### src/hw/rtl/pptr_pkg.sv
`timescale 1ns / 1ps
package pptr_pkg;
   localparam int PIXELS = 4096;
   localparam int ADDR_W = $clog2(PIXELS);
   localparam int COUNT_LIMIT = 65535;

   typedef enum logic [2:0] {
      MODE_MIN = 3'd0, MODE_MAX = 3'd1, MODE_SUM = 3'd2, MODE_PROD = 3'd3,
      MODE_COUNT = 3'd4, MODE_MEAN = 3'd5, MODE_VAR = 3'd6, MODE_STD = 3'd7
   } mode_type;

   typedef enum logic [3:0] {
      ST_IDLE, ST_READ, ST_MUL1, ST_DIVM, ST_MUL2, ST_WRITE,
      ST_DIV, ST_SQRT, ST_OUT
   } state_type;

   // divider control between top level and the shared unit
   typedef struct packed {
      logic        start;
      logic [63:0] dividend;
      logic [16:0] divisor;
   } div_req_type;

   typedef struct packed {
      logic        done;
      logic [63:0] quotient;
   } div_rsp_type;

   function automatic logic [63:0] sat_add(input logic [63:0] a, input logic [63:0] b);
      logic [63:0] s;
      s = a + b;
      if (!a[63] && !b[63] && s[63]) return 64'h7fff_ffff_ffff_ffff;
      if (a[63] && b[63] && !s[63]) return 64'h8000_0000_0000_0000;
      return s;
   endfunction
endpackage

### src/hw/rtl/pptr_sqrt.sv
`timescale 1ns / 1ps
// floor(sqrt(v << 16)), restoring, one result bit per cycle
module pptr_sqrt
   import pptr_pkg::*;
(
   input  logic        clock,
   input  logic        reset,
   input  logic        start,
   input  logic [63:0] value,
   output logic        done,
   output logic [63:0] root
);
   logic [79:0] rad_ff, rad_in;
   logic [41:0] rem_ff, rem_in;
   logic [39:0] res_ff, res_in;
   logic [5:0]  cnt_ff, cnt_in;
   logic        busy_ff, busy_in;
   logic [41:0] trial, cand;

   always_comb begin
      rad_in = rad_ff;
      rem_in = rem_ff;
      res_in = res_ff;
      cnt_in = cnt_ff;
      busy_in = busy_ff;
      done = 1'b0;
      trial = {rem_ff[39:0], rad_ff[79:78]};
      cand = {res_ff, 2'b01};
      if (start) begin
         rad_in = value[63] ? 80'd0 : {value, 16'd0};
         rem_in = '0;
         res_in = '0;
         cnt_in = 6'd40;
         busy_in = 1'b1;
      end else if (busy_ff) begin
         if (cnt_ff == 6'd0) begin
            busy_in = 1'b0;
            done = 1'b1;
         end else begin
            rad_in = {rad_ff[77:0], 2'b00};
            if (trial >= cand) begin
               rem_in = trial - cand;
               res_in = {res_ff[38:0], 1'b1};
            end else begin
               rem_in = trial;
               res_in = {res_ff[38:0], 1'b0};
            end
            cnt_in = cnt_ff - 6'd1;
         end
      end
      root = {24'd0, res_ff};
   end

   always_ff @(posedge clock) begin
      if (reset) begin
         busy_ff <= 1'b0;
         cnt_ff <= '0;
      end else begin
         busy_ff <= busy_in;
         cnt_ff <= cnt_in;
      end
      rad_ff <= rad_in;
      rem_ff <= rem_in;
      res_ff <= res_in;
   end
endmodule

### config.mk
export PLATFORM = sky130hd
export DESIGN_NAME = pptr_sqrt
export DESIGN_NICKNAME = d
export VERILOG_FILES = /design/src/hw/rtl/pptr_pkg.sv /design/src/hw/rtl/pptr_sqrt.sv
export SDC_FILE = /design/constraint.sdc
export NUM_CORES = 1
export LEC_CHECK = 0
export BUFFER_PORTS_ARGS = -buffer_cell sky130_fd_sc_hd__buf_2
export CAP_MARGIN = 20
export CORE_UTILIZATION = 48
export CTS_BUF_LIST = sky130_fd_sc_hd__clkbuf_16
export CTS_CLUSTER_SIZE = 8
export DETAILED_ROUTE_END_ITERATION = 16
export PLACE_DENSITY = 0.69
export SETUP_SLACK_MARGIN = 0.4
export SLEW_MARGIN = 30
export SYNTH_ARGS = -nofsm -noshare
export SYNTH_HDL_FRONTEND = slang
export SYNTH_SLANG_ARGS = --single-unit
### constraint.sdc
create_clock -name clock -period 3.58 [get_ports clock]
set_input_delay 0 -clock clock [delete_from_list [all_inputs] [get_ports clock]]
set_output_delay 0 -clock clock [all_outputs]
set_load 0.005 [all_outputs]
Word-level counts from Yosys, hierarchy flattened --
Cells that the tools add are included. W data, S select, Z words.
Storage, ports and cells: register bits 167, latch bits 0, memory bits (writable) 0, ROM bits 0, input port bits 67, output and inout bits 65, memories kept 0
Cells by class: $add $sub $neg 2, multiply operators 0, divide/modulo/power cells 0, magnitude comparators 1, equal/unequal tests 1, shift-type cells 0, mux-type cells 15, bitwise gates (word level) 1, reduce and logical (&&, ||, !) cells 5
Operators with widths (number):
- $mux W80 | 3
- $mux W79 | 1
- $ge A42 B42 Y1 | 1
- $mux W40 | 1
- $sub A40 B40 Y40 | 1
- $mux W6 | 3
- $mux W1 | 7
- $logic_not A6 Y1 | 1
- $sub A6 B1 Y6 const B | 1
- $reduce_and A2 Y1 | 2
- $ne A2 B2 Y1 const B | 1
- $reduce_bool A2 Y1 | 1
- $reduce_or A2 Y1 | 1
- $not A1 Y1 | 1

Logic depth before layout (Yosys ltp) --
word-level depth 4, gate-level depth with buffers 14, gate-level depth less buffers 11

Worst setup path after synthesis --
Ideal clock, no wire load.
kind flip-flop to flip-flop, from reg cnt_ff[0], to reg rad_ff[16] (enable), setup time 0.418 ns, arrival 2.447 ns, data required time 3.162 ns, setup slack 0.715 ns, stages on the path, launching flop included 8, path buffers 1, period minus slack after synthesis 2.865 ns, path through dfxtp_1 > inv_1 > ha_1 > nand2b_1 > o41a_1 > clkbuf_1 > nor2_1 > inv_1
Between the ends: word-level cells in the longest chain between the ends 3
Ends and longest elaborated chain:
- from (decl) | line pptr_sqrt.sv:16 | logic [5:0] cnt_ff, cnt_in;
- from (signal assigned) | line pptr_sqrt.sv:60 | cnt_ff <= cnt_in;
- $logic_not A6 Y1 | line pptr_sqrt.sv:36 | if (cnt_ff == 6'd0) begin
- $ne A2 B2 Y1 (no source line)
- $reduce_and A2 Y1 (no source line)
- to (signal assigned) | line pptr_sqrt.sv:62 | rad_ff <= rad_in;
- to (decl) | line pptr_sqrt.sv:13 | logic [79:0] rad_ff, rad_in;
Every way passes these cells. A chain may end at the register's enable or synchronous reset.

Worst setup path after layout --
from reg res_ff[3], to reg rem_ff[28]
Between the ends: word-level cells in the longest chain between the ends 2, elaborated cells between the ends (all ways) 3, those cells by class add/sub (1); order compare (1); mux (1)
Ends and longest elaborated chain:
- from (decl) | line pptr_sqrt.sv:15 | logic [39:0] res_ff, res_in;
- from (signal assigned) | line pptr_sqrt.sv:64 | res_ff <= res_in;
- $sub A40 B40 Y40 / $ge A42 B42 Y1 (equally long branches) | line pptr_sqrt.sv:42, pptr_sqrt.sv:41
- $mux W40 * | line pptr_sqrt.sv:41 | if (trial >= cand) begin
- to (signal assigned) | line pptr_sqrt.sv:63 | rem_ff <= rem_in;
- to (decl) | line pptr_sqrt.sv:14 | logic [41:0] rem_ff, rem_in;
Mark *: on every way between the ends. The rest lies on a longest branch, timed or not.

==> impl_metrics.tcl <==
set metrics [dict create \
    multi_input_area_um2 4710 \
    swShare_pct 39.9 \
    nFillCells 1666 \
    regArea_um2 3660 \
    numCtsBuffers 17 \
    placed_cell_area_um2 9690 \
    power.share.clock_pct 26.5 \
    switchingPower_mw 2.75 \
    cp_max_fo 6 \
    grt_usage_pct 23.0 \
    critPathKind "reg2reg" \
    cts_root_buf "clkbuf_16" \
    antenna_cells 0 \
    busiest_layer "met2" \
    fin_util_pct 58.7 \
    syn_inst 1124 \
    synth.area.top_cells "edfxtp_1 (21%), dfxtp_1 (19%), nand2_1 (9.1%)" \
    finalWorstSetupSlack_ns 0.622 \
    p_int_mw 4.14 \
    clock_sinks 151 \
    grt_max_degree 65 \
    dpl_worst_slack_ns 0.366 \
    dp_hpwl_um 14400 \
    ant_nets 0 \
    coreArea_um2 18700 \
    ys_ff_latch 151 \
    cp.required_ns 3.86 \
    cts_tree "yes" \
    maxCapViolations 0 \
    total_power_mw 6.89 \
    grt_pass1_vias 7780 \
    syn-cell-area_um2 9150 \
    final-max-slew-violation-count 0 \
    post_cts_buffers 0 \
    drt_iter0_markers 551 \
    initial_core_util_pct 48.9 \
    power_frac_seq_pct 30.2 \
    synth_area_per_cell_um2 8.14 \
    fp.dieW_um 140 \
    synth.distinct_cells 70 \
    port_buffers 107 \
    hold_viol_final 0 \
    tns_ns 0 \
    fin_nets 1372 \
    dieArea_um2 19600 \
    drive_above_1_share_pct 15.8 \
    ios 132 \
    ys_seq_area_share_pct 40.1 \
    cts-htree-levels 4 \
    synthFlopType "dfxtp_1" \
    use_met1_pct 30.5 \
    clock_path_buffers 2 \
    maxSlewHeadroom_pct 45.9 \
    period_minus_slack_ns 2.96 \
    grt_pass1_wl_um 36900 \
    ys.warnings.count 0 \
    cts.clk_slew.worst_paths_ns 0.07 \
    cp-end-kind "register" \
    yosysTopAreaCell "edfxtp_1" \
    die_h_um 140 \
    drtPass1Iterations 5 \
    fmax_mhz 338 \
    gr-total-overflow 0 \
    period_share_pct 82.6 \
    async_reset_ff_share_pct 0 \
    post_drt_wl_per_cell_um 14.6 \
    synth_top_area_share_pct 21.0 \
    status "finished clean" \
    startpoint_type "register" \
    setup_violations 0 \
    drc_errors 0 \
    fin_skew_ns 0.0109 \
    rsz0062_at_grt "false" \
    cp.arrival_ns 3.24 \
    combPwrFrac_pct 43.3 \
    vias 8073 \
    p_per_area_nw_per_um2 628 \
    area_growth_pct 20.1 \
    wl_um 22100 \
    viasPerCell 5.35 \
    worstMarginPinSlew_ns 0.812 \
    grt_util_met2_pct 38.1 \
    finalWeightedCongestion 0.894 \
    fp-row-count 50 \
    finalInstanceArea_um2 11000 \
    use_met3_pct 4.07 \
    synth_edf_count 64 \
    peakVddDrop_mv 0.447 \
    p_leak_nw 4.59 \
    worstHoldPathType "in2reg" \
    clock_latency_ns 0.43 \
    grt_antenna_before_repair 0 \
]
==> Yosys cell counts (all sizes together) (8+ instances only) <==
library cell  count
xnor2            16
nand2b            8
nor2             74
nand3            16
clkbuf           40
a21oi           103
a31oi             8
o21ai            90
buf              49
dfxtp            87
inv             113
ha               43
a21o             24
edfxtp           64
nand4             9
a311oi           19
a211oi           18
nor3             10
xor2             17
nand2           222
==> path summary, 6_finish.rpt <==
kind	from	endpoint	slack, ns	cells after the start
max	res_ff[3]$_SDFFE_PP0P_	rem_ff[28]$_SDFFE_PP0P_	0.62	11
min	start	res_ff[33]$_SDFFE_PP0P_	0.07	2
max reg2reg	res_ff[3]$_SDFFE_PP0P_	rem_ff[28]$_SDFFE_PP0P_	0.62	11
min reg2reg	res_ff[13]$_SDFFE_PP0P_	res_ff[14]$_SDFFE_PP0P_	0.48	2
==> cells by family (layout without fill, tap and decap cells) <==
family                   count (synthesis)  in the layout  share of synthesized area [%]
multiplexers                             2              2                          0.233
other                                    1             24                         0.0410
flip-flops                             151            151                           40.1
AO/OA/AOI/OAI                          313            313                           22.9
XOR/XNOR                                33             33                           3.16
buffers and inverters                  203            331                           9.99
AND/OR/NAND/NOR                        378            378                           17.7
adder cells (fa/ha/maj)                 43             43                           5.88
==> through the flow <==
step	hold WS, ns	std cells
2_1_floorplan	0.0724	1147
3_3_place_gp	0.272	1412
3_5_place_dp	0.273	1412
4_1_cts	0.0590	1509
5_1_grt	0.108	1509
6_report	0.0657	1509
==> per-layer routing <==
layer  vias up  part of all wire (%)  wire length, um
met4         0                   1.7              382
met3        32                   4.8             1060
met5         -                     0                0
met1      3736                    46            10300
met2       213                    47            10400
li1       4092                     -                -
==> area by class of cell <==
type / instances / area share, %
clock buffers: 17 / 3.87
clock inverters: 15 / 1.62
inverters: 114 / 3.90
multi-input cells: 793 / 42.9
flip-flops and latches: 151 / 33.4
well taps: 234 / 2.67
repair buffers: 185 / 11.7
==> critical path: stages, from the launching register on <==
cell	delay, ns
dfxtp_1	0.36
inv_1	0.06
ha_1	0.38
a211oi_1	0.27
nor2_1	0.13
nor3_2	0.22
o21ai_1	0.20
a41oi_1	0.40
a21oi_1	0.14
or3_1	0.35
a31oi_1	0.21
a211oi_1	0.10
==> registers in the layout, indices dropped and copies added, names as in the netlist <==
register,cells
rem_ff,40
rad_ff,64
cnt_ff,6
res_ff,40
busy_ff,1
==> layout by cell type (no fill, tap or decap), types with 14 or more instances in the layout <==
| cell type | netlist | routed |
|---|---|---|
| a311oi_2 | 14 | 14 |
| dlygate4sd3_1 | 0 | 65 |
| inv_1 | 113 | 112 |
| nand3_1 | 16 | 16 |
| nor2_1 | 73 | 73 |
| buf_4 | 27 | 14 |
| xor2_1 | 17 | 17 |
| dfxtp_1 | 87 | 87 |
| ha_1 | 43 | 40 |
| clkbuf_16 | 0 | 17 |
| edfxtp_1 | 64 | 64 |
| o21ai_0 | 82 | 82 |
| conb_1 | 1 | 24 |
| buf_2 | 16 | 106 |
| nand2_1 | 222 | 221 |
| a21oi_1 | 99 | 99 |
| a21o_1 | 24 | 24 |
| xnor2_1 | 16 | 16 |
==> power by group through the flow <==
| stage | combinational [mW] | clock [mW] | sequential, mW |
|---|---|---|---|
| 6_report | 2.99 | 1.83 | 2.08 |
| 5_1_grt | 3.33 | 1.93 | 2.10 |
| 4_1_cts | 2.92 | 1.86 | 2.08 |
| 3_5_place_dp | 2.85 | 0 | 2.11 |
| 3_3_place_gp | 2.83 | 0 | 2.11 |
| 2_1_floorplan | 2.29 | 0 | 2.08 |
==> repair_timing <==
item,CTS,global route
hold buffers,65,0
endpoints found under the setup margin,14,35
gates resized for setup,1,9
endpoints found under the hold margin,70,0
pin swaps,0,1
(Power assumes the default switching activity.)
