`config.mk`:
```
export PLATFORM = sky130hd
export DESIGN_NAME = pptr_mul
export DESIGN_NICKNAME = d
export VERILOG_FILES = /design/src/hw/rtl/pptr_pkg.sv /design/src/hw/rtl/pptr_mul.sv
export SDC_FILE = /design/constraint.sdc
export NUM_CORES = 2
export LEC_CHECK = 0
export BUFFER_PORTS_ARGS = -buffer_cell sky130_fd_sc_hd__clkbuf_2
export CAP_MARGIN = 10
export CORE_UTILIZATION = 71
export DETAILED_ROUTE_END_ITERATION = 10
export HOLD_SLACK_MARGIN = 0.15
export PLACE_DENSITY = 0.89
export SLEW_MARGIN = 20
export SYNTH_ARGS = -nofsm -noshare
export SYNTH_HDL_FRONTEND = slang
export SYNTH_SLANG_ARGS = --single-unit
```
`constraint.sdc`:
```
create_clock -name clock -period 21.9 [get_ports clock]
set_input_delay 0 -clock clock [delete_from_list [all_inputs] [get_ports clock]]
set_output_delay 0 -clock clock [all_outputs]
set_load 0.01 [all_outputs]
```
`src/hw/rtl/pptr_pkg.sv`:
```
`timescale 1ns / 1ps
package pptr_pkg;
   localparam int PIXELS = 4096;
   localparam int ADDR_W = $clog2(PIXELS);
   localparam int COUNT_LIMIT = 65535;

   typedef enum logic [2:0] {
      MODE_MIN = 3'd0, MODE_MAX = 3'd1, MODE_SUM = 3'd2, MODE_PROD = 3'd3,
      MODE_COUNT = 3'd4, MODE_MEAN = 3'd5, MODE_VAR = 3'd6, MODE_STD = 3'd7
   } mode_type;

   typedef enum logic [3:0] {
      ST_IDLE, ST_READ, ST_MUL1, ST_DIVM, ST_MUL2, ST_WRITE,
      ST_DIV, ST_SQRT, ST_OUT
   } state_type;

   // divider control between top level and the shared unit
   typedef struct packed {
      logic        start;
      logic [63:0] dividend;
      logic [16:0] divisor;
   } div_req_type;

   typedef struct packed {
      logic        done;
      logic [63:0] quotient;
   } div_rsp_type;

   function automatic logic [63:0] sat_add(input logic [63:0] a, input logic [63:0] b);
      logic [63:0] s;
      s = a + b;
      if (!a[63] && !b[63] && s[63]) return 64'h7fff_ffff_ffff_ffff;
      if (a[63] && b[63] && !s[63]) return 64'h8000_0000_0000_0000;
      return s;
   endfunction
endpackage

```
`src/hw/rtl/pptr_mul.sv`:
```
`timescale 1ns / 1ps
// (x * y) >> 16 saturated; 64x64 magnitude product from 32x32 partials, one per cycle
module pptr_mul
   import pptr_pkg::*;
(
   input  logic        clock,
   input  logic        reset,
   input  logic        start,
   input  logic [63:0] x,
   input  logic [63:0] y,
   output logic        done,
   output logic [63:0] prod
);
   logic [63:0]  ux_ff, uy_ff;
   logic         neg_ff;
   logic [127:0] acc_ff, acc_in;
   logic [2:0]   step_ff, step_in;
   logic [31:0]  opa, opb;
   logic [63:0]  part;
   logic [63:0]  mag, lim;

   always_comb begin
      unique case (step_ff)
         3'd1: begin opa = ux_ff[31:0]; opb = uy_ff[31:0]; end
         3'd2: begin opa = ux_ff[31:0]; opb = uy_ff[63:32]; end
         3'd3: begin opa = ux_ff[63:32]; opb = uy_ff[31:0]; end
         3'd4: begin opa = ux_ff[63:32]; opb = uy_ff[63:32]; end
         default: begin opa = '0; opb = '0; end
      endcase
      part = {32'd0, opa} * {32'd0, opb};
      acc_in = acc_ff;
      step_in = step_ff;
      case (step_ff)
         3'd1: begin acc_in = acc_ff + {64'd0, part}; step_in = 3'd2; end
         3'd2: begin acc_in = acc_ff + {32'd0, part, 32'd0}; step_in = 3'd3; end
         3'd3: begin acc_in = acc_ff + {32'd0, part, 32'd0}; step_in = 3'd4; end
         3'd4: begin acc_in = acc_ff + {part, 64'd0}; step_in = 3'd5; end
         3'd5: step_in = 3'd0;
         default: ;
      endcase
      if (start) begin
         acc_in = '0;
         step_in = 3'd1;
      end
      done = (step_ff == 3'd5);
      lim = neg_ff ? 64'h8000_0000_0000_0000 : 64'h7fff_ffff_ffff_ffff;
      if (acc_ff[127:80] != '0) mag = lim;
      else if (acc_ff[79:16] > lim) mag = lim;
      else mag = acc_ff[79:16];
      prod = neg_ff ? (64'd0 - mag) : mag;
   end

   always_ff @(posedge clock) begin
      if (reset) step_ff <= '0;
      else step_ff <= step_in;
      acc_ff <= acc_in;
      if (start) begin
         ux_ff <= x[63] ? (64'd0 - x) : x;
         uy_ff <= y[63] ? (64'd0 - y) : y;
         neg_ff <= x[63] ^ y[63];
      end
   end
endmodule

```
==> flow_summary_export.csv, run 1 <==
group,metric,value,unit
die,die_y,301,um
yosys,syn_avg_cell_area,8.01,um2
yosys,synth-edff-count,129,
die,io_pins,196,
die,die_w,301,um
placement,placed_area,65700,um2
cts,numCtsBuffers,34,
die,std_cell_rows,109,
placement,hpwl,212,mm
yosys,synth_top_cells_by_area,"fa_1, ha_1, edfxtp_1",
placement,globalplace.congestion,1.20,
die,initial_utilization,71.7,%
placement,io_buffers,195,
global_routing,grt_use_total,73.9,%
yosys,synth_top_cell_by_area,"fa_1",
outcome,status,"did not finish",
cts,htreeDepth,2,
cts,clockRootBuffer,"clkbuf_16",
yosys,synthFlopType,"dfxtp_1",
yosys,ys_ff_latch,260,
yosys,ys_warn_count,0,
global_routing,grt_max_degree,139,
yosys,syn_inst,7919,
cts,post_cts_resized,0,
global_routing,gr-total-overflow,100,
yosys,syn_nets,9479,
yosys,yosysTopAreaCellShare,28.4,%
outcome,failed_stage,"global routing (5_1_grt)",
cts,clock_path_buffers,3,
yosys,syn_area,63400,um2
cts,post_cts_buffers,0,
yosys,synth-seq-area-share,10.2,%
yosys,synthDistinctLibCells,94,
yosys,ys_async_sr_fraction,0,%
outcome,firstError,"[ERROR GRT-0232] Routing congestion too high. Check the congestion heatmap in the GUI.",
cts,clock_sinks,260,
-- layer usage --
layer	global-route usage (%)	overflow
met3	62.4	20
met1	79.9	14
met2	86.2	33
met4	60.7	30
met5	32.0	3
-- per-stage QoR --
stage	utilization (%)	std cells	setup slack [ns]	hold WS, ns
floorplan	-	7919	10.32	0.0691
global placement	74.2	9008	7.75	0.227
detailed placement	74.2	9008	7.35	0.234
CTS	77.8	9280	7.24	0.193
-- cell families after synthesis --
logic type / Yosys count / synth area share, %
adders and majority gates: 1429 / 38.8
xor gates and xnor gates: 353 / 4.87
buffers and inverters: 1467 / 8.68
DFF: 260 / 10.2
and+or+nand+nor: 2631 / 18.7
muxes: 16 / 0.254
AOI/OAI and AO/OA: 1763 / 18.4
-- synthesized netlist by cell type, drive strengths merged, types with 140 or more instances --
master,instances
inv,1024
nor2,929
fa,899
nand2,879
ha,530
a21oi,470
clkbuf,426
o21ai,314
xnor2,266
a21o,145
nor3,142
nand3,140
-- what timing repair did --
action | CTS
endpoints found under the hold margin | 190
hold buffers | 211
setup endpoints to repair | 0
==> inputs of run 2 (changes only) <==
--- a/config.mk
+++ b/config.mk
@@ -7,10 +7,9 @@
 export LEC_CHECK = 0
 export BUFFER_PORTS_ARGS = -buffer_cell sky130_fd_sc_hd__clkbuf_2
 export CAP_MARGIN = 10
-export CORE_UTILIZATION = 71
+export CORE_UTILIZATION = 40
 export DETAILED_ROUTE_END_ITERATION = 10
-export HOLD_SLACK_MARGIN = 0.15
-export PLACE_DENSITY = 0.89
+export PLACE_DENSITY_LB_ADDON = 0.15
 export SLEW_MARGIN = 20
 export SYNTH_ARGS = -nofsm -noshare
 export SYNTH_HDL_FRONTEND = slang
==> flow_summary_export.csv, run 2 <==
group,metric,value,unit
cts,clock_sinks,260,
cts,clkTransAtPathRegs,0.07,ns
timing,fin_crit_sh,69.6,%
critical_path,cp-end-kind,"flip-flop",
critical_path,worstSetupPathType,"flip-flop to flip-flop",
cts,numCtsBuffers,38,
yosys,synth-seq-area-share,10.2,%
timing,max_freq,0.0656,GHz
die,initial_utilization,40.5,%
yosys,synth_compound_area_share,18.4,%
route,drc,0,
power_and_ir_drop,p_sw_share,59.3,%
yosys,synth_adder_area_share,38.8,%
yosys,ys_async_sr_fraction,0,%
final_layout,drive_gt1_share,7.15,%
cts,cts_tree,"yes",
timing,fin_skew,0.0274,ns
route,ant_nets,0,
die,io_pins,196,
final_layout,layout_common_cells,"inv_1, nor2_1, fa_1, nand2_1, ha_1",
yosys,ys_warn_count,0,
global_routing,grt_pass1_wl,414,mm
power_and_ir_drop,seq_power_share,12.1,%
flow_run,max_cap_viol_count,0,
route,routed_wl,281,mm
global_routing,grt_use_total,34.7,%
final_layout,fillers,15800,
global_routing,gr-total-overflow,0,
critical_path,startpoint,"step_ff[0]",
route,vias_per_cell,6.10,
yosys,yosysTopAreaCellShare,28.4,%
critical_path,start_kind,"flip-flop",
power_and_ir_drop,p_switching,3.33,mW
timing,maxSlewHeadroom,21.7,%
yosys,synth_xor_xnor_area_share,4.87,%
timing,finalMaxSlewViolations,0,
critical_path,cp.required,22.37,ns
timing,setup_viol,0,
yosys,syn_avg_cell_area,8.01,um2
timing,hold_violations,0,
critical_path,reg2reg_slack,6.65,ns
power_and_ir_drop,cellPowerDensity,79.8,nW/um2
yosys,synthTopCellsByCount,"inv_1, nor2_1, fa_1",
final_layout,layout_commonest_cell,"inv_1",
critical_path,max_stage_delay,0.93,ns
timing,worstMarginPinSlew,1.17,ns
route,vias,62200,
global_routing,antenna_found_initial,6,
yosys,syn_inst,7919,
yosys,synthDistinctLibCells,94,
route,first_pass_iters,8,
critical_path,r2r_start,"step_ff[0]",
die,coreArea,157000,um2
final_layout,seqCellArea,6500,um2
critical_path,arrival,15.72,ns
final_layout,top_regs,"acc_ff: 128 flops, ux_ff: 64 flops, uy_ff: 64 flops",
die,die_w,400,um
cts,clock_path_buffers,3,
power_and_ir_drop,clockPowerShare,11.4,%
route,wl_per_cell,27.6,um
yosys,synth_top_family_by_area,"adder cells",
final_layout,max_flop_register,"acc_ff",
min_path,min_path_type,"input pin to flip-flop",
timing,post-route-min-period,15.25,ns
die,std_cell_rows,145,
critical_path,path_max_fanout,33,
final_layout,largest_reg_flops,128,
critical_path,crit_top_cell,"fa_1",
placement,hpwl,222,mm
cts,post_cts_buffers,0,
cts,clockRootBuffer,"clkbuf_16",
die,die_y,400,um
route,route.met3.wl,30.8,mm
yosys,synth_top_cells_by_area,"fa_1, ha_1, edfxtp_1",
route,wl_met1,122,mm
critical_path,cp_slowest_cell,"nor4_1",
global_routing,grt_pass1_vias,60400,
yosys,muxShareOfSynthArea,0.254,%
outcome,status,"complete, no violations",
placement,globalplace.congestion,1.09,
route,drt-initial-drc-count,7314,
yosys,synth_top_cell_by_area,"fa_1",
power_and_ir_drop,intPower,2.28,mW
yosys,synthFlopType,"dfxtp_1",
timing,rsz0062_at_grt,"false",
power_and_ir_drop,combPwrFrac,76.5,%
yosys,syn_area,63400,um2
die,dieArea,160000,um2
cts,clk_latency,0.63,ns
cts,post_cts_resized,0,
yosys,synth-simple-area-share,18.7,%
final_layout,fin_area,70300,um2
power_and_ir_drop,peakVddDrop,0.0745,mV
final_layout,area_growth,10.8,%
global_routing,grt_max_degree,139,
critical_path,r2r-end,"acc_ff[79]",
route,wl_met2,115,mm
yosys,synth-edff-count,129,
final_layout,nets,9674,
power_and_ir_drop,p_leak,31.3,nW
min_path,min_path_cells,4,
final_layout,multi_input_area,51700,um2
critical_path,critPathCapture,"acc_ff[79]",
placement,placed_area,67200,um2
yosys,syn_nets,9479,
route,highest_layer,"met5",
yosys,yosys.cell_count.top_type,"inv_1",
critical_path,ff2ff_path_depth,41,
timing,tns,0,ns
placement,io_buffers,195,
yosys,ys_ff_latch,260,
cts,htreeDepth,2,
-- run 2: cell counts after synthesis --
No cell type changed its count.
-- run 2: cell families (layout without fill, tap and decap cells) --
group	after synthesis	in the layout
buf+inv	1467	1692
simple gates	2631	2631
other cells	0	4
fa+ha+maj	1429	1429
xor+xnor	353	353
mux	16	16
flops	260	260
compound gates	1763	1763
-- run 2: per-stage QoR --
| stage | utilization (%) | total power, mW | setup WS (ns) | instances | hold slack, ns |
|---|---|---|---|---|---|
| 6_report | 44.9 | 5.61 | 6.65 | 10200 | 0.213 |
| 5_1_grt | 44.9 | 5.90 | 6.14 | 10200 | 0.217 |
| 4_1_cts | 44.8 | 5.46 | 6.95 | 10200 | 0.150 |
| 3_5_place_dp | 42.9 | 4.76 | 7.07 | 9939 | 0.246 |
| 3_3_place_gp | 42.8 | 4.80 | 7.19 | 9938 | 0.239 |
| 2_1_floorplan | - | 3.11 | 10.32 | 7919 | 0.0691 |
-- run 2: what timing repair did --
item | 4_1_cts | 5_1_grt
hold buffers | 193 | 0
hold endpoints to repair | 157 | 0
endpoints found under the setup margin | 0 | 0
-- run 2: worst max-delay path: cells and delay by family, from the launching register on --
family / cells / cell delay [ns]
adder cells (fa/ha/maj): 10 / 5.21
AO/OA/AOI/OAI: 15 / 4.73
AND/OR/NAND/NOR: 10 / 3.15
buffers and inverters: 6 / 1.27
flip-flops: 1 / 0.68
-- run 2: worst min path at each step --
stage / from / endpoint
after CTS: x[0] / ux_ff[0]
after global routing: x[0] / ux_ff[0]
after floorplan: reset / step_ff[0]
after global placement: x[0] / ux_ff[0]
final: x[63] / ux_ff[46]
after detailed placement: x[0] / ux_ff[0]
-- run 2: power groups by stage --
stage / Combinational, mW / Sequential [mW] / Clock, mW
finish: 4.29 / 0.679 / 0.640
CTS: 4.14 / 0.674 / 0.648
detailed placement: 4.07 / 0.682 / 0
global placement: 4.11 / 0.684 / 0
global route: 4.55 / 0.683 / 0.662
floorplan: 2.47 / 0.640 / 0
-- run 2: layout make-up --
class / instances / area share (%)
Multi-Input combinational cell: 6192 / 73.5
Sequential cell: 260 / 9.24
Timing Repair Buffer: 597 / 6.40
Inverter: 1025 / 5.47
Tap cell: 2058 / 3.66
Clock buffer: 54 / 1.50
Clock inverter: 16 / 0.206
Antenna cell: 4 / 0.0142
-- run 2: routing by layer --
layer  up-vias  global-route usage (%)
met3       557                    8.79
met4         2                    14.6
met1     31100                    49.7
met5         -                       0
met2      3314                    49.1
li1      27300                       -
No activity file was read; power rests on OpenSTA's default activity.
