## src/hw/rtl/pptr_pkg.sv

```systemverilog
`timescale 1ns / 1ps
package pptr_pkg;
   localparam int PIXELS = 4096;
   localparam int ADDR_W = $clog2(PIXELS);
   localparam int COUNT_LIMIT = 65535;

   typedef enum logic [2:0] {
      MODE_MIN = 3'd0, MODE_MAX = 3'd1, MODE_SUM = 3'd2, MODE_PROD = 3'd3,
      MODE_COUNT = 3'd4, MODE_MEAN = 3'd5, MODE_VAR = 3'd6, MODE_STD = 3'd7
   } mode_type;

   typedef enum logic [3:0] {
      ST_IDLE, ST_READ, ST_MUL1, ST_DIVM, ST_MUL2, ST_WRITE,
      ST_DIV, ST_SQRT, ST_OUT
   } state_type;

   // divider control between top level and the shared unit
   typedef struct packed {
      logic        start;
      logic [63:0] dividend;
      logic [16:0] divisor;
   } div_req_type;

   typedef struct packed {
      logic        done;
      logic [63:0] quotient;
   } div_rsp_type;

   function automatic logic [63:0] sat_add(input logic [63:0] a, input logic [63:0] b);
      logic [63:0] s;
      s = a + b;
      if (!a[63] && !b[63] && s[63]) return 64'h7fff_ffff_ffff_ffff;
      if (a[63] && b[63] && !s[63]) return 64'h8000_0000_0000_0000;
      return s;
   endfunction
endpackage

```

## src/hw/rtl/pptr_div.sv

```systemverilog
`timescale 1ns / 1ps
// signed 64 / unsigned 17 restoring divider, one quotient bit per cycle, truncates to zero
module pptr_div
   import pptr_pkg::*;
(
   input  logic        clock,
   input  logic        reset,
   input  div_req_type req,
   output div_rsp_type rsp
);
   logic [63:0] quot_ff, quot_in;
   logic [16:0] rem_ff, rem_in;
   logic [16:0] dvs_ff, dvs_in;
   logic        neg_ff, neg_in;
   logic [6:0]  cnt_ff, cnt_in;
   logic        busy_ff, busy_in;
   logic [17:0] trial;

   always_comb begin
      quot_in = quot_ff;
      rem_in = rem_ff;
      dvs_in = dvs_ff;
      neg_in = neg_ff;
      cnt_in = cnt_ff;
      busy_in = busy_ff;
      trial = '0;
      rsp.done = 1'b0;
      rsp.quotient = neg_ff ? (64'd0 - quot_ff) : quot_ff;
      if (req.start) begin
         quot_in = req.dividend[63] ? (64'd0 - req.dividend) : req.dividend;
         neg_in = req.dividend[63];
         dvs_in = req.divisor;
         rem_in = '0;
         cnt_in = 7'd64;
         busy_in = 1'b1;
      end else if (busy_ff) begin
         if (cnt_ff == 7'd0) begin
            busy_in = 1'b0;
            rsp.done = 1'b1;
         end else begin
            trial = {rem_ff, quot_ff[63]};
            if (trial >= {1'b0, dvs_ff}) begin
               trial = trial - {1'b0, dvs_ff};
               quot_in = {quot_ff[62:0], 1'b1};
            end else begin
               quot_in = {quot_ff[62:0], 1'b0};
            end
            rem_in = trial[16:0];
            cnt_in = cnt_ff - 7'd1;
         end
      end
   end

   always_ff @(posedge clock) begin
      if (reset) begin
         busy_ff <= 1'b0;
         cnt_ff <= '0;
      end else begin
         busy_ff <= busy_in;
         cnt_ff <= cnt_in;
      end
      quot_ff <= quot_in;
      rem_ff <= rem_in;
      dvs_ff <= dvs_in;
      neg_ff <= neg_in;
   end
endmodule

```

## config.mk

```make
export PLATFORM = sky130hd
export DESIGN_NAME = pptr_div
export DESIGN_NICKNAME = d
export VERILOG_FILES = /design/src/hw/rtl/pptr_pkg.sv /design/src/hw/rtl/pptr_div.sv
export SDC_FILE = /design/constraint.sdc
export NUM_CORES = 1
export LEC_CHECK = 0
export BUFFER_PORTS_ARGS = -buffer_cell sky130_fd_sc_hd__buf_2
export CAP_MARGIN = 20
export CORE_MARGIN = 3
export CORE_UTILIZATION = 57
export DETAILED_ROUTE_END_ITERATION = 10
export GPL_ROUTABILITY_DRIVEN = 0
export GPL_TIMING_DRIVEN = 0
export HOLD_SLACK_MARGIN = 0.08
export PLACE_DENSITY = 0.82
export SYNTH_ARGS = -nofsm -noshare
export SYNTH_HDL_FRONTEND = slang
export SYNTH_SLANG_ARGS = --single-unit
export TNS_END_PERCENT = 50
```

## constraint.sdc

```tcl
create_clock -name clock -period 4.8 [get_ports clock]
set_input_delay 0.96 -clock clock [delete_from_list [all_inputs] [get_ports clock]]
set_output_delay 0.96 -clock clock [all_outputs]
set_load 0.02 [all_outputs]
```

# Word level (Yosys, flattened, before mapping)
# Index checks and enable logic that the tools add are counted.
# totals
ff_bits	107
latchBits	0
ramBits	0
rom_bits	0
in_bits	84
mem_count	0
# op_classes
n_addsub	4
mul	0
n_div	0
n_lt_le_gt_ge	1
eq_ne	1
n_shift	0
muxes	16
bitwise	1
n_reduce_logical	5
# op_table
cell	count
$mux W64	5
$sub A1 B64 Y64 const A	2
$mux W7	3
$ge A18 B17 Y1	1
$mux W17	1
$sub A17 B17 Y17	1
$logic_not A7 Y1	1
$mux W1	7
$sub A7 B1 Y7 const B	1
$reduce_and A2 Y1	2
$ne A2 B2 Y1 const B	1
$reduce_bool A2 Y1	1
$reduce_or A2 Y1	1
$not A1 Y1	1

# Logic depth before layout (Yosys ltp)
# Gate-level depths: netlist (run 1).
# depth
ltp_word	5
mapped_depth	12
ltp_nobuf	11

# Worst setup path after synthesis (run 1)
# Ideal clock, no wire load.
# synth_path
path_kind	register to output
startpoint	register quot_ff[20]
endpoint	output rsp[59] in the netlist's numbering
arrival_time_ns	3.268
required_ns	3.840
path_slack_ns	0.572
path_stages_with_launch	8
path_buffers	0
cell_sequence	edfxtp_1 or4_4 or4_4 or4_4 or4_4 or3_4 o41ai_2 xnor2_1
# synth_rtl
element	line	text
start: declaration	pptr_div.sv:11	logic [63:0] quot_ff, quot_in;
start signal: assignment	pptr_div.sv:62	quot_ff <= quot_in;
end: declaration	pptr_div.sv:9	output div_rsp_type rsp

==> impl_metrics.py, run 1 <==
metrics = {
    "synth": {
        "ys_types": 62,
        "synth_area_leaders": "edfxtp_1, xnor2_1, xor2_1, dfxtp_1, a21oi_1",
        "ys_seq_area_share_pct": 37.8,
        "yosysTopAreaCellShare_pct": 31.4,
        "ys_ff_latch": 107,
        "synth_edf_count": 82,
        "synth_top_cell_by_area": "edfxtp_1",
        "synth.most_common_cell": "nor2_1",
        "netlist_instances": 888,
        "syn_avg_cell_area_um2": 8.84,
        "yosys-top-cells-count": "nor2_1, edfxtp_1, a21oi_1",
        "ys.flop_type": "edfxtp_1",
        "async_flop_share_pct": 0,
        "synth.cell_area_mm2": 0.00785,
        "syn-num-nets": 993,
        "yosysWarnings": 0,
    },
    "sta": {
        "fin_crit_ns": 4.77,
        "clock.fmax_mhz": 210,
        "period_share_pct": 99.4,
        "finalSetupViolCount": 0,
        "final-hold-violation-count": 0,
        "slew_headroom_pct": 41.8,
        "slew_violations": 0,
        "finalClockSkew_ns": 0.00682,
        "worstMarginPinSlew_ns": 0.866,
        "rsz0062_at_grt": "yes",
    },
    "global_routing": {
        "overflow": 0,
        "grt_pass1_wl_mm": 34.5,
        "grt_start_max_net_pins": 66,
        "grt_antenna_before_repair": 2,
        "grt_pass1_vias": 6884,
        "grt_util_all_layers_pct": 28.8,
    },
    "pwr": {
        "peakVddDrop_mv": 0.227,
        "finalPower_w": 0.00289,
        "p_leak_nw": 3.53,
        "p_per_area_mw_per_mm2": 314,
    },
    "worst_hold_path": {
        "worstHoldEndpoint": "rem_ff[2]$_SDFFE_PP0P_",
        "hp-class": "reg -> reg",
        "hold_depth": 2,
        "hp-start": "rem_ff[2]$_SDFFE_PP0P_",
    },
    "routing": {
        "wl_mm": 22.4,
        "detail_route.first_pass.iterations": 7,
        "drt-vias-per-instance": 6.09,
        "drt_iter0_drc": 970,
        "num_vias": 7518,
        "antenna_left": 0,
        "wl_per_cell_um": 18.1,
        "drc": 0,
    },
    "cts": {
        "cts_tree": "done",
        "ctsHoldBuffers": 0,
        "clk_latency_ns": 0.35,
        "cts_buffers": 9,
        "clkTransAtPathRegs_ns": 0.07,
        "clock-root-buffer": "clkbuf_16",
        "clock_path_buffers": 2,
        "cts.sinks": 107,
        "htreeDepth": 3,
    },
    "critical_path": {
        "critPathCaptureType": "primary output",
        "rr_worst_depth": 12,
        "arrival_ns": 3.81,
        "critPathMaxFanout": 7,
        "rr_endpoint": "rem_ff[5]$_SDFFE_PP0P_",
        "r2r_slack_ns": 1.09,
        "cp.required_ns": 3.84,
        "critPathLaunchType": "flop",
        "crit_type": "reg -> out",
        "rr_startpoint": "quot_ff[63]$_DFFE_PP_",
    },
    "floorplanning": {
        "core_mm2": 0.0133,
        "start_util_pct": 58.8,
        "die_y_um": 123,
        "pin_count": 149,
        "dieWidth_um": 123,
        "row_count": 42,
        "fp.dieArea_mm2": 0.0152,
    },
    "placement": {
        "place_area_mm2": 0.00881,
        "dpl.cell_count": 1212,
        "portBuffers": 148,
        "hpwl_mm": 16.6,
    },
    "final_layout": {
        "stdcell_count": 1234,
        "final_util_pct": 69.1,
        "antenna_cells": 0,
        "drive_above_1_share_pct": 19.1,
        "fin_area_mm2": 0.00922,
        "nets": 1158,
        "area_growth_pct": 17.5,
    },
    "run_status": {
        "run_status": "finished clean",
    },
    "job": {
        "cap_viol_max_count": 0,
    },
}
[flip-flops by register name (all words and copies together), names as in the netlist]
signal	cells
dvs_ff	17
busy_ff	1
cnt_ff	7
rem_ff	17
quot_ff	64
neg_ff	1
[through the flow]
stage	setup TNS, ns	setup WS, ns	hold slack [ns]
CTS	0	0.0293	0.502
detailed placement	0	0.339	0.482
global route	-0.109	-0.0595	0.522
finish	0	0.0306	0.509
floorplan	0	0.572	0.449
global placement	0	0.256	0.479
[kinds of logic after synthesis]
logic type      share of synthesized area (%)
compound gates                           19.8
xor+xnor                                 15.3
fa+ha+maj                                3.44
simple gates                             19.3
flops                                    37.8
mux                                     0.558
buf+inv                                  3.84
[where the power goes]
group	internal [W]	switching, W
registers	0.00111	0.000105
clock network	0.000462	0.000340
logic	0.000337	0.000536
total	0.00191	0.000981
[layout make-up]
type                    instances  area [um2]
multi-input cells             702        4620
fillers                      1088        4130
flip-flops and latches        107        2960
repair buffers                154         791
clock buffers                  12         278
well taps                     176         220
plain buffers                  42         163
inverters                      37         139
clock inverters                 4        43.8
[worst max path at each step]
| stage | start | to | slack [ns] | cells after the start |
|---|---|---|---|---|
| final | quot_ff[17]$_DFFE_PP_ | rsp[62] | 0.03 | 9 |
| after global routing | quot_ff[3]$_DFFE_PP_ | rsp[62] | -0.06 | 9 |
| after CTS | quot_ff[17]$_DFFE_PP_ | rsp[59] | 0.03 | 8 |
| after detailed placement | quot_ff[18]$_DFFE_PP_ | rsp[62] | 0.34 | 9 |
| after global placement | cnt_ff[0]$_SDFFE_PP0P_ | quot_ff[57]$_DFFE_PP_ | 0.26 | 7 |
| after floorplan | quot_ff[20]$_DFFE_PP_ | rsp[59] | 0.57 | 7 |
[worst max-delay path: stages, from the launching register on]
cell	delay, ns
edfxtp_1	0.49
or4_4	0.49
or4_4	0.45
or4_4	0.58
or2_1	0.24
buf_2	0.16
or4_4	0.45
o41ai_4	0.25
xnor2_1	0.17
buf_4	0.17
[layout by cell type, fill, tap and decap left out, types with 10 or more instances in the layout]
cell	count
buf_2	147
or3_1	17
clkbuf_16	10
or4_1	24
nor4_1	14
xor2_1	64
o41ai_1	16
a21oi_1	79
o31ai_1	39
nor2_1	92
nand2_1	77
ha_1	20
inv_1	37
dfxtp_1	25
xnor2_1	73
nor3_1	11
or2_2	13
clkbuf_1	34
edfxtp_1	82
o21ai_0	54
[routing by layer]
metal	global-route usage, %	up-vias	wire (um)
li1	-	3586	-
met1	39.8	3474	9380
met2	45.3	394	10300
met3	4.76	60	2000
met4	11.4	4	643
met5	0	-	18
[repair_timing]
| action | 4_1_cts | 5_1_grt |
|---|---|---|
| resized for setup | 2 | 5 |
| endpoints found under the setup margin | 2 | 3 |
| pin swaps | 0 | 4 |
| setup buffers | 3 | 3 |
Note: power is estimated with default switching activity, not from simulation.
==> run 2: changes to the inputs <==
Settings changed: ABC_AREA from default to 1, CORE_UTILIZATION 57 to 59, PLACE_DENSITY 0.82 to 0.9.
==> run 2 against run 1 <==
Against the previous run:
- combinational power rose by 7.4%
- register-to-register slack improved by 1.2 ns
- synthesized cell count grew 82%
- core utilization fell by 0.14 points
- routed wire length rose by 50%
- setup slack improved by 1.3 ns
- area after synthesis is 30% higher
- largest cell class unchanged
==> impl_metrics.py, run 2 <==
metrics = {
    "final_layout": {
        "nets": 1883,
        "largest_register_ffs": 64,
        "stdcell_count": 2003,
        "seqCellArea_mm2": 0.00296,
        "area_growth_pct": 13.0,
        "final_common_cell": "nand2_1",
        "regMostFlops": "quot_ff",
        "nFillCells": 1436,
        "reg_top3": "quot_ff (64), dvs_ff (17), rem_ff (17)",
        "mostFrequentLayoutCells": "nand2_1, nor2_1, inv_1",
        "final_util_pct": 68.9,
        "multiInputGateArea_mm2": 0.00636,
        "antenna_cells": 0,
        "drive_above_1_share_pct": 14.8,
    },
    "critical_path": {
        "slowest_stage": "edfxtp_1",
        "critPathMaxStageDelay_ns": 0.40,
        "critPathLaunchType": "flop",
        "critPathMaxFanout": 5,
        "cp_cell_sequence": "inv_1, ha_1, nand3_2, nor2_8, nand4_4, nor2_2, a21oi_1, xor2_1, buf_2",
        "crit_type": "reg -> out",
        "arrival_ns": 2.50,
        "cp.required_ns": 3.84,
        "critPathCaptureType": "primary output",
    },
    "sta": {
        "slew_violations": 0,
        "clock.fmax_mhz": 289,
        "worstMarginPinSlew_ns": 0.875,
        "finalSetupViolCount": 0,
        "fin_crit_ns": 3.46,
        "slew_headroom_pct": 41.6,
        "finalClockSkew_ns": 0.0107,
        "period_share_pct": 72.1,
        "hold_ws_ns": 0.469,
        "setup_tns_ns": 0,
        "final-hold-violation-count": 0,
        "rsz0062_at_grt": "no",
    },
    "synth": {
        "yosysWarnings": 0,
        "synth_top_cell_by_area": "edfxtp_1",
        "netlist_instances": 1618,
        "async_flop_share_pct": 0,
        "synth_edf_count": 82,
        "ys_types": 49,
        "synth.most_common_cell": "nand2_1",
        "yosys-top-cells-count": "nand2_1, nor2_1, inv_1",
        "yosysTopAreaCellShare_pct": 24.1,
        "syn-num-nets": 1723,
        "synth.cell_area_mm2": 0.0102,
        "syn_avg_cell_area_um2": 6.32,
        "ys.flop_type": "edfxtp_1",
        "ys_ff_latch": 107,
        "synth_area_leaders": "edfxtp_1, nand2_1, nor2_1, nand3_1, inv_1",
        "ys_seq_area_share_pct": 29.0,
    },
    "cts": {
        "clkTransAtPathRegs_ns": 0.08,
        "postCtsSetupRepairBufs": 0,
        "clock_path_buffers": 2,
        "cts.sinks": 107,
        "htreeDepth": 3,
        "cts_buffers": 9,
        "clk_latency_ns": 0.37,
        "cts_tree": "done",
        "clock-root-buffer": "clkbuf_16",
        "ctsHoldBuffers": 0,
        "cts_resized": 0,
    },
    "floorplanning": {
        "pin_count": 149,
        "core_mm2": 0.0168,
        "die_y_um": 138,
        "dieWidth_um": 138,
        "start_util_pct": 61.0,
        "fp.dieArea_mm2": 0.0189,
        "row_count": 47,
    },
    "pwr": {
        "p_per_area_mw_per_mm2": 250,
        "peakVddDrop_mv": 0.166,
        "p_leak_nw": 5.36,
    },
    "routing": {
        "detail_route.first_pass.iterations": 6,
        "met2_length_mm": 14.0,
        "wl_mm": 33.6,
        "drt_iter0_drc": 1698,
        "drt-vias-per-instance": 5.85,
        "wl_per_cell_um": 16.8,
        "drc": 0,
        "wl_met1_mm": 13.1,
        "dr_wl_met3_mm": 5.01,
        "num_vias": 11700,
        "antenna_left": 0,
        "top_layer_used": "met5",
    },
    "placement": {
        "dpl.cell_count": 1987,
        "portBuffers": 148,
        "hpwl_mm": 26.6,
    },
    "worst_hold_path": {
        "hp-class": "reg -> reg",
    },
    "global_routing": {
        "grt_antenna_before_repair": 1,
        "grt_pass1_vias": 10200,
        "grt_util_all_layers_pct": 34.8,
        "grt_start_max_net_pins": 41,
        "grt_pass1_wl_mm": 51.8,
        "overflow": 0,
    },
    "job": {
        "cap_viol_max_count": 0,
    },
    "run_status": {
        "run_status": "finished clean",
    },
}
## run 2: changes by cell type in the layout (fill, tap and decap cells not counted), sizes merged, moves of 20 or more
cell / change
or3: -20
or4: -32
nand2: +469
nand4: +34
o31ai: -39
xnor2: -50
inv: +154
o21ai: +49
a21oi: -54
nor2: +179
nand3: +154
## run 2: layout make-up
type,count,area share [%]
multi-input cells,1284,55.1
flip-flops and latches,107,25.6
repair buffers,149,6.59
inverters,187,6.08
well taps,220,2.38
clock buffers,9,1.95
plain buffers,40,1.69
clock inverters,7,0.596
## run 2: worst max-delay path: cells and delay by family (launching register included)
| family | cells | cell delay [ns] |
|---|---|---|
| adders and majority gates | 1 | 0.21 |
| DFF | 1 | 0.40 |
| and+or+nand+nor | 4 | 0.76 |
| xor gates and xnor gates | 1 | 0.23 |
| AOI/OAI and AO/OA | 1 | 0.16 |
| buffers and inverters | 2 | 0.37 |
## run 2: power breakdown
part	switching, W	total, W	internal, W
combinational	0.000655	0.000938	0.000284
sequential	0.0000993	0.00120	0.00110
clock	0.000387	0.000755	0.000368
## run 2: cell families after synthesis
family | synth area share (%)
flip-flops | 29.0
adder cells (fa/ha/maj) | 2.64
XOR/XNOR | 6.76
AND/OR/NAND/NOR | 45.4
AO/OA/AOI/OAI | 7.47
buffers and inverters | 8.78
## run 2: layer usage
layer	vias up	GRT usage, %
li1	5516	-
met1	5115	49.5
met2	948	51.4
met3	139	6.94
met4	2	14.9
met5	-	0
## run 2: stage by stage
stage	area [um2]	worst slack (ns)	power, W
6_report	11600	1.34	0.00289
5_1_grt	11600	1.25	0.00301
4_1_cts	11600	1.38	0.00285
3_5_place_dp	11300	1.41	0.00211
3_3_place_gp	11200	0.421	0.00208
2_1_floorplan	10200	1.71	0.00177
## run 2: final timing paths
path / startpoint / slack [ns] / end / depth (start not counted)
max: quot_ff[0]$_DFFE_PP_ / 1.34 / rsp[36] / 9
min: cnt_ff[5]$_SDFFE_PP0P_ / 0.47 / cnt_ff[5]$_SDFFE_PP0P_ / 2
max reg2reg: cnt_ff[0]$_SDFFE_PP0P_ / 2.27 / quot_ff[48]$_DFFE_PP_ / 8
min reg2reg: cnt_ff[5]$_SDFFE_PP0P_ / 0.47 / cnt_ff[5]$_SDFFE_PP0P_ / 2
